===== src/sv/mvph_pkg.sv =====
// Package for the MPEG video picture header scanner.
// Holds the shared item and result types and the start code constants.
// No dependencies.
`timescale 1ns / 1ps

package mvph_pkg;

  // Picture header capture length in bytes and counter width.
  localparam int unsigned HdrLen = 5;
  localparam int unsigned CntW   = 3;

  // Start code values.
  localparam logic [23:0] CodePrefix = 24'h000001;
  localparam logic [23:0] HistOnes   = 24'hFFFFFF;
  localparam logic [7:0]  PicCode    = 8'h00;
  localparam logic [7:0]  SeqCode    = 8'hB3;

  // Picture coding types that carry motion vector fields.
  localparam logic [2:0] TypeP = 3'd2;
  localparam logic [2:0] TypeB = 3'd3;

  // One input byte of a frame.
  typedef struct packed {
    logic [7:0] data_byte;
    logic       last_of_frame;
  } item_t;

  // One header result.
  typedef struct packed {
    logic [9:0] temporal_ref;
    logic [2:0] coding_type;
    logic       fwd_full_pel;
    logic [2:0] fwd_f_code;
    logic       bwd_full_pel;
    logic [2:0] bwd_f_code;
    logic       sequence_start;
  } result_t;

endpackage


===== src/sv/mvph_in_reg.sv =====
// Input register stage of the picture header scanner.
// Holds one accepted byte until the scan stage consumes it; uses mvph_pkg.
`timescale 1ns / 1ps

module mvph_in_reg
  import mvph_pkg::*;
(
  input  logic  clk_i,
  input  logic  rst_ni,
  input  logic  in_valid_i,
  output logic  in_ready_o,
  input  item_t item_i,
  input  logic  pop_i,
  output logic  vld_o,
  output item_t item_o
);

  logic  vld_q, vld_d;
  item_t item_q;

  // A new request is taken when the stage is empty or drains this cycle.
  assign in_ready_o = !vld_q || pop_i;

  always_comb begin
    vld_d = vld_q;
    if (in_ready_o) begin
      vld_d = in_valid_i;
    end
  end

  always_ff @(posedge clk_i or negedge rst_ni) begin
    if (!rst_ni) begin
      vld_q <= 1'b0;
    end else begin
      vld_q <= vld_d;
    end
  end

  // Payload needs no reset.
  always_ff @(posedge clk_i) begin
    if (in_ready_o && in_valid_i) begin
      item_q <= item_i;
    end
  end

  assign vld_o  = vld_q;
  assign item_o = item_q;

endmodule


===== src/sv/mvph_scan.sv =====
// Scan stage of the picture header scanner: start code search, header
// capture and held fields, all updated once per byte; uses mvph_pkg.
`timescale 1ns / 1ps

module mvph_scan
  import mvph_pkg::*;
(
  input  logic    clk_i,
  input  logic    rst_ni,
  input  logic    vld_i,
  input  item_t   item_i,
  input  logic    out_busy_i,
  output logic    pop_o,
  output logic    res_vld_o,
  output result_t res_o
);

  typedef logic [HdrLen-1:0][7:0] cap_t;

  typedef struct packed {
    logic [9:0] tref;
    logic [2:0] ctype;
    logic [3:0] fwd;
    logic [3:0] bwd;
  } held_t;

  localparam logic [CntW-1:0] HdrLenC = CntW'(HdrLen);

  // Decode the captured header bytes into the held fields.
  function automatic held_t apply_hdr(cap_t cap, held_t h);
    held_t      r;
    logic [2:0] kind;
    r    = h;
    kind = cap[1][5:3];
    r.ctype = kind;
    r.tref  = {cap[0], cap[1][7:6]};
    if (kind == TypeP || kind == TypeB) begin
      r.fwd = {cap[3][2], cap[3][1:0], cap[4][7]};
    end
    if (kind == TypeB) begin
      r.bwd = {cap[4][6], cap[4][5:3]};
    end
    return r;
  endfunction

  logic [23:0]     hist_q, hist_d;
  logic [CntW-1:0] cnt_q, cnt_d;
  cap_t            cap_q, cap_d;
  held_t           held_q, held_d;
  logic            seq_q, seq_d;

  // The stage moves on unless a frame end meets a full output register that is not being read.
  assign pop_o     = vld_i && (!item_i.last_of_frame || !out_busy_i);
  assign res_vld_o = pop_o && item_i.last_of_frame;

  // Next state and result for the byte in the input register.
  always_comb begin
    logic [CntW-1:0] cnt;
    cap_t            cap;
    held_t           held;
    logic            seq;
    logic [23:0]     hist;
    logic [7:0]      b;
    cnt  = cnt_q;
    cap  = cap_q;
    held = held_q;
    seq  = seq_q;
    hist = hist_q;
    b    = item_i.data_byte;
    if (cnt > HdrLenC) begin
      cnt = '0;
    end

    // Header capture takes the raw byte.
    if (cnt != '0) begin
      for (int i = 0; i < HdrLen; i++) begin
        if (HdrLenC - cnt == CntW'(i)) begin
          cap[i] = b;
        end
      end
      cnt = cnt - 1'b1;
      if (cnt == '0) begin
        held = apply_hdr(cap, held);
      end
    end

    // Start code detection; the history restarts after each code.
    if (hist == CodePrefix) begin
      if (b == PicCode) begin
        cap = '0;
        cnt = HdrLenC;
      end else if (b == SeqCode) begin
        seq = 1'b1;
      end
      hist = HistOnes;
    end else begin
      hist = {hist[15:0], b};
    end

    // A frame that ends during capture applies the partial header.
    if (item_i.last_of_frame && cnt != '0) begin
      held = apply_hdr(cap, held);
    end

    res_o.temporal_ref   = held.tref;
    res_o.coding_type    = held.ctype;
    res_o.fwd_full_pel   = held.fwd[3];
    res_o.fwd_f_code     = held.fwd[2:0];
    res_o.bwd_full_pel   = held.bwd[3];
    res_o.bwd_f_code     = held.bwd[2:0];
    res_o.sequence_start = seq;

    // Frame end clears all state.
    if (item_i.last_of_frame) begin
      hist = HistOnes;
      cnt  = '0;
      cap  = '0;
      held = '0;
      seq  = 1'b0;
    end

    hist_d = hist;
    cnt_d  = cnt;
    cap_d  = cap;
    held_d = held;
    seq_d  = seq;
  end

  always_ff @(posedge clk_i or negedge rst_ni) begin
    if (!rst_ni) begin
      hist_q <= HistOnes;
      cnt_q  <= '0;
      cap_q  <= '0;
      held_q <= '0;
      seq_q  <= 1'b0;
    end else if (pop_o) begin
      hist_q <= hist_d;
      cnt_q  <= cnt_d;
      cap_q  <= cap_d;
      held_q <= held_d;
      seq_q  <= seq_d;
    end
  end

endmodule


===== src/sv/mvph_out_reg.sv =====
// Output register of the picture header scanner.
// Holds one header result until it is taken; uses mvph_pkg.
`timescale 1ns / 1ps

module mvph_out_reg
  import mvph_pkg::*;
(
  input  logic    clk_i,
  input  logic    rst_ni,
  input  logic    load_i,
  input  result_t res_i,
  output logic    busy_o,
  output logic    out_valid_o,
  input  logic    out_ready_i,
  output result_t res_o
);

  logic    vld_q, vld_d;
  result_t res_q;

  // Full and not being taken this cycle.
  assign busy_o = vld_q && !out_ready_i;

  always_comb begin
    vld_d = vld_q;
    if (load_i) begin
      vld_d = 1'b1;
    end else if (out_ready_i) begin
      vld_d = 1'b0;
    end
  end

  always_ff @(posedge clk_i or negedge rst_ni) begin
    if (!rst_ni) begin
      vld_q <= 1'b0;
    end else begin
      vld_q <= vld_d;
    end
  end

  always_ff @(posedge clk_i) begin
    if (load_i) begin
      res_q <= res_i;
    end
  end

  assign out_valid_o = vld_q;
  assign res_o       = res_q;

endmodule


===== src/sv/mpeg_video_picture_header_scan.sv =====
// Top level of the MPEG video picture header scanner.
// Instantiates mvph_in_reg, mvph_scan and mvph_out_reg; uses mvph_pkg.
//
// The block takes one frame byte per cycle and returns one RFC 2250 video
// header result on the byte flagged as the last of its frame, none on other
// bytes. A byte passes an input register, then the scan stage, whose start
// code history, capture counter and held fields update once per byte, and
// a result is loaded into the output register as its byte leaves the scan
// stage. The sustained rate is one byte per cycle; it drops only when a
// frame end arrives while an earlier result still waits in the output
// register.
`timescale 1ns / 1ps

module mpeg_video_picture_header_scan
  import mvph_pkg::*;
(
  input  logic       clk_i,
  input  logic       rst_ni,
  input  logic       in_valid_i,
  output logic       in_ready_o,
  input  logic [7:0] data_byte_i,
  input  logic       last_of_frame_i,
  output logic       out_valid_o,
  input  logic       out_ready_i,
  output logic [9:0] temporal_ref_o,
  output logic [2:0] coding_type_o,
  output logic       fwd_full_pel_o,
  output logic [2:0] fwd_f_code_o,
  output logic       bwd_full_pel_o,
  output logic [2:0] bwd_f_code_o,
  output logic       sequence_start_o
);

  item_t   in_item, stage_item;
  logic    stage_vld, pop, res_vld, out_busy;
  result_t res, out_res;

  assign in_item.data_byte     = data_byte_i;
  assign in_item.last_of_frame = last_of_frame_i;

  // Input register.
  mvph_in_reg u_in_reg (
    .clk_i      (clk_i),
    .rst_ni     (rst_ni),
    .in_valid_i (in_valid_i),
    .in_ready_o (in_ready_o),
    .item_i     (in_item),
    .pop_i      (pop),
    .vld_o      (stage_vld),
    .item_o     (stage_item)
  );

  // Start code scan and header capture.
  mvph_scan u_scan (
    .clk_i      (clk_i),
    .rst_ni     (rst_ni),
    .vld_i      (stage_vld),
    .item_i     (stage_item),
    .out_busy_i (out_busy),
    .pop_o      (pop),
    .res_vld_o  (res_vld),
    .res_o      (res)
  );

  // Result register.
  mvph_out_reg u_out_reg (
    .clk_i       (clk_i),
    .rst_ni      (rst_ni),
    .load_i      (res_vld),
    .res_i       (res),
    .busy_o      (out_busy),
    .out_valid_o (out_valid_o),
    .out_ready_i (out_ready_i),
    .res_o       (out_res)
  );

  assign temporal_ref_o   = out_res.temporal_ref;
  assign coding_type_o    = out_res.coding_type;
  assign fwd_full_pel_o   = out_res.fwd_full_pel;
  assign fwd_f_code_o     = out_res.fwd_f_code;
  assign bwd_full_pel_o   = out_res.bwd_full_pel;
  assign bwd_f_code_o     = out_res.bwd_f_code;
  assign sequence_start_o = out_res.sequence_start;

endmodule


===== config.mk =====
export PLATFORM = sky130hd
export DESIGN_NAME = mpeg_video_picture_header_scan
export DESIGN_NICKNAME = d
export VERILOG_FILES = /design/src/sv/mvph_pkg.sv /design/src/sv/mvph_in_reg.sv /design/src/sv/mvph_scan.sv /design/src/sv/mvph_out_reg.sv /design/src/sv/mpeg_video_picture_header_scan.sv
export SDC_FILE = /design/constraint.sdc
export NUM_CORES = 1
export LEC_CHECK = 0
export BUFFER_PORTS_ARGS = -buffer_cell sky130_fd_sc_hd__buf_2
export CAP_MARGIN = 20
export CORE_ASPECT_RATIO = 1.5
export CORE_MARGIN = 5
export CORE_UTILIZATION = 42
export DETAILED_ROUTE_END_ITERATION = 6
export HOLD_SLACK_MARGIN = 0.05
export PLACE_DENSITY = 0.67
export SLEW_MARGIN = 20
export SYNTH_ARGS = -nofsm -noshare
export SYNTH_HDL_FRONTEND = slang
export SYNTH_SLANG_ARGS = --single-unit

===== constraint.sdc =====
create_clock -name clk_i -period 6.2 [get_ports clk_i]
set_clock_uncertainty 0.05 [all_clocks]
set_input_delay 0.62 -clock clk_i [delete_from_list [all_inputs] [get_ports clk_i]]
set_output_delay 0.62 -clock clk_i [all_outputs]
set_load 0.05 [all_outputs]

==> key figures <==
Synthesis
  • Unique cell type count in the Yosys netlist: 57
  • Cells after Synth: 423
  • Yosys top cell area share: 0.2381
  • Syn Area/Cell: 11.93 µm²
  • Share of flip-flops with an asynchronous set or reset: 0.6990
  • Syn nets: 439
  • Synth Flop Type: dfrtp_1
  • EDFF count, synth: 31
  • Synth top area cells: dfrtp_1, edfxtp_1, dfstp_2, mux2i_1, o22a_1
  • Register area share after synthesis: 0.5476
  • #FFs+latches synth: 103
  • Synthesized area: 5045 µm²
  • Leading area contributor after synthesis: dfrtp_1
  • Yosys warns: 0

Final layout
  • Fillers: 1105
  • Layout net count: 460
  • Antenna Cells: 0
  • Most frequent cells in the layout: dfrtp_1, nand2_1, mux2i_1, buf_2, o21ai_0
  • Layout cells sized above 1: 0.2561
  • Post-layout util: 0.4709
  • Commonest non-fill, non-tap cell in the layout: dfrtp_1
  • Non-filler cells, final: 602
  • Area growth syn-to-layout: 11.01%

Route
  • Violation count after the first detailed-route iteration: 288
  • DRC violations left: 0
  • Antenna Nets Post-Route: 0
  • DRT Pass-1 Iters: 4
  • Routed vias: 3442
  • Via density: 5.718
  • WL final: 11140 µm
  • WL/cell: 18.51 µm

Floorplanning
  • Chip width: 99.49 µm
  • # rows: 49
  • Core area: 11890 µm²
  • Die Area: 14350 µm²
  • Initial core utilization: 0.4242
  • IO Pins: 37
  • Die Y: 144.2 µm

Global route
  • GR Overflow Total: 0
  • Initial antenna violation count: 0
  • Largest net degree at the start of global routing: 73
  • First-pass GRT wire length: 17840 µm
  • Vias in the first global route: 3391
  • Gr usage total: 0.1601

Worst setup path
  • Crit path DAT: 3.53 ns
  • R2R Setup Slk: 2.72 ns
  • Crit path max fanout: 28
  • Worst path slowest cell: and4bb_2
  • Critical-path cell list: nand2_1 -> o21a_1 -> inv_1 -> ha_1 -> and4bb_2 -> nor4b_2 -> a21oi_1 -> mux2_2
  • Worst setup SP type: flop
  • Reg-to-reg endpoint: u_out_reg.res_o[2]
  • Required time of the worst setup path: 6.25 ns
  • Worst-case reg-to-reg path depth: 8
  • Crit Path Class: reg -> reg
  • Largest stage delay on the critical path: 0.73 ns
  • Critical Path End Type: flop
  • R2r startpoint: u_scan.cnt_q[1]

STA
  • Pins Over Slew Limit: 0
  • Tcrit/Tclk final: 0.5618
  • Min Clock Period, post-route: 3.483 ns
  • Unrepaired setup endpoints after global routing: false
  • Fmax: 287.1 MHz
  • Final hold vios: 0
  • Final setup vio count: 0
  • Slew Limit Headroom: 0.3091
  • Worst-Margin Slew: 1.034 ns
  • Setup TNS: 0 ns

Worst hold path
  • Hold crit path type: in -> reg
  • Hold EP: u_in_reg.item_o[7]
  • WHS Path Cells: 1
  • Min-delay src: data_byte_i[6]

Clock tree
  • CTS buffer count: 9
  • Cts hold-fix bufs: 0
  • Worst-case clock buffer depth: 2
  • Post-CTS sizing: 0
  • Worst-path clk slew: 0.07 ns
  • H-tree Lvls: 3
  • Clk_lat worst skew: 0.35 ns
  • CTS root buf: clkbuf_16
  • Num Clock Sinks: 103
  • Post-CTS Setup Inserts: 0
  • CTS tree: yes

Place
  • GPL Wtd Cong: 0.8171
  • DPL Wire Length: 7403 µm
  • Cells after DPL: 586
  • Port buffer count: 36

Job
  • Max-Cap Viols: 0

Pwr
  • Leakage: 0.002286 µW
  • PwrDens: 304.4 nW/µm²
  • Maximum VDD drop: 138.2 µV

Status
  • Status: completed
-- how the worst max path moves through the flow --
stage / startpoint / to / slack (ns) / cells past startpoint
CTS: u_scan.cnt_q[1] / u_out_reg.res_o[2] / 2.74 / 8
detailed placement: u_scan.cnt_q[1] / u_out_reg.res_o[2] / 2.75 / 8
finish: u_scan.cnt_q[1] / u_out_reg.res_o[2] / 2.72 / 8
global placement: u_scan.cnt_q[1] / u_out_reg.res_o[4] / 2.89 / 8
global route: u_scan.cnt_q[1] / u_out_reg.res_o[1] / 2.48 / 8
floorplan: u_scan.cnt_q[1] / u_out_reg.res_o[1] / 3.45 / 10
-- critical path, delay by kind of cell (launching register included) --
kind / cells / cell delay [ns]
buf+inv: 1 / 0.07
mux: 1 / 0.31
flops: 1 / 0.52
compound gates: 2 / 0.41
fa+ha+maj: 1 / 0.30
simple gates: 3 / 1.57
-- where the power goes --
group          internal, µW  switching, µW  total [µW]
clock network           310            252         562
logic                   112            203         316
registers               770           57.3         827
-- flip-flops by register name (all words and copies together), names as in the netlist --
register / count
u_scan.hist_q: 24
u_out_reg.res_o: 22
u_scan.cap_q: 21
u_scan.held_q: 21
u_in_reg.item_o: 9
u_scan.cnt_q: 3
u_in_reg.vld_o: 1
u_out_reg.out_valid_o: 1
u_scan.seq_q: 1
-- per-stage QoR --
| stage | hold slack [ns] | power (µW) | setup slack [ns] | instance area (µm²) |
|---|---|---|---|---|
| 2_1_floorplan | 0.2744 | 1070 | 3.450 | 5045 |
| 3_3_place_gp | 0.4098 | 1147 | 2.893 | 5299 |
| 4_1_cts | 0.3813 | 1719 | 2.736 | 5600 |
| 6_report | 0.3979 | 1705 | 2.717 | 5600 |
| 3_5_place_dp | 0.4234 | 1153 | 2.751 | 5299 |
| 5_1_grt | 0.3806 | 1780 | 2.480 | 5600 |
-- layout make-up --
cell class              instances  area [µm²]  share of cell area
repair buffers                 41       217.7             0.03887
inverters                       6       22.52            0.004021
well taps                     153       191.4             0.03418
clock inverters                 5       37.54            0.006702
flip-flops and latches        103        2763              0.4933
clock buffers                  11       264.0             0.04714
multi-input cells             283        2105              0.3758
-- cell usage after synthesis (all sizes together) (3+ instances only) --
cell type and n:
a21oi 7, a22o 17, a22oi 3, a32o 8, buf 14, clkbuf 17
dfrtp 48, dfstp 24, edfxtp 31, ha 3, inv 6, mux2 13
mux2i 45, nand2 46, nand2b 4, nand3b 4, nor2 18, nor3 6
nor3b 3, nor4 6, nor4b 3, o21ai 36, o22a 23, o22ai 9
o31ai 4
-- routing by layer --
layer | wire (µm) | global-route usage | vias to the layer above
met5 | 0 | 0 | -
met4 | 172 | 0.06547 | 0
met3 | 367 | 0.02365 | 14
met2 | 5827 | 0.2843 | 86
met1 | 4776 | 0.1942 | 1711
li1 | - | - | 1631
-- cells by family (layout without fill, tap and decap cells) --
kind of cell,Yosys count,count (layout),share of synthesized area
XOR/XNOR,1,1,0.001736
AO/OA/AOI/OAI,117,117,0.1696
flip-flops,103,103,0.5476
adder cells (fa/ha/maj),3,3,0.007441
multiplexers,58,58,0.1183
buffers and inverters,37,63,0.03522
AND/OR/NAND/NOR,104,104,0.1200
Note: power is estimated with default switching activity, not from simulation.
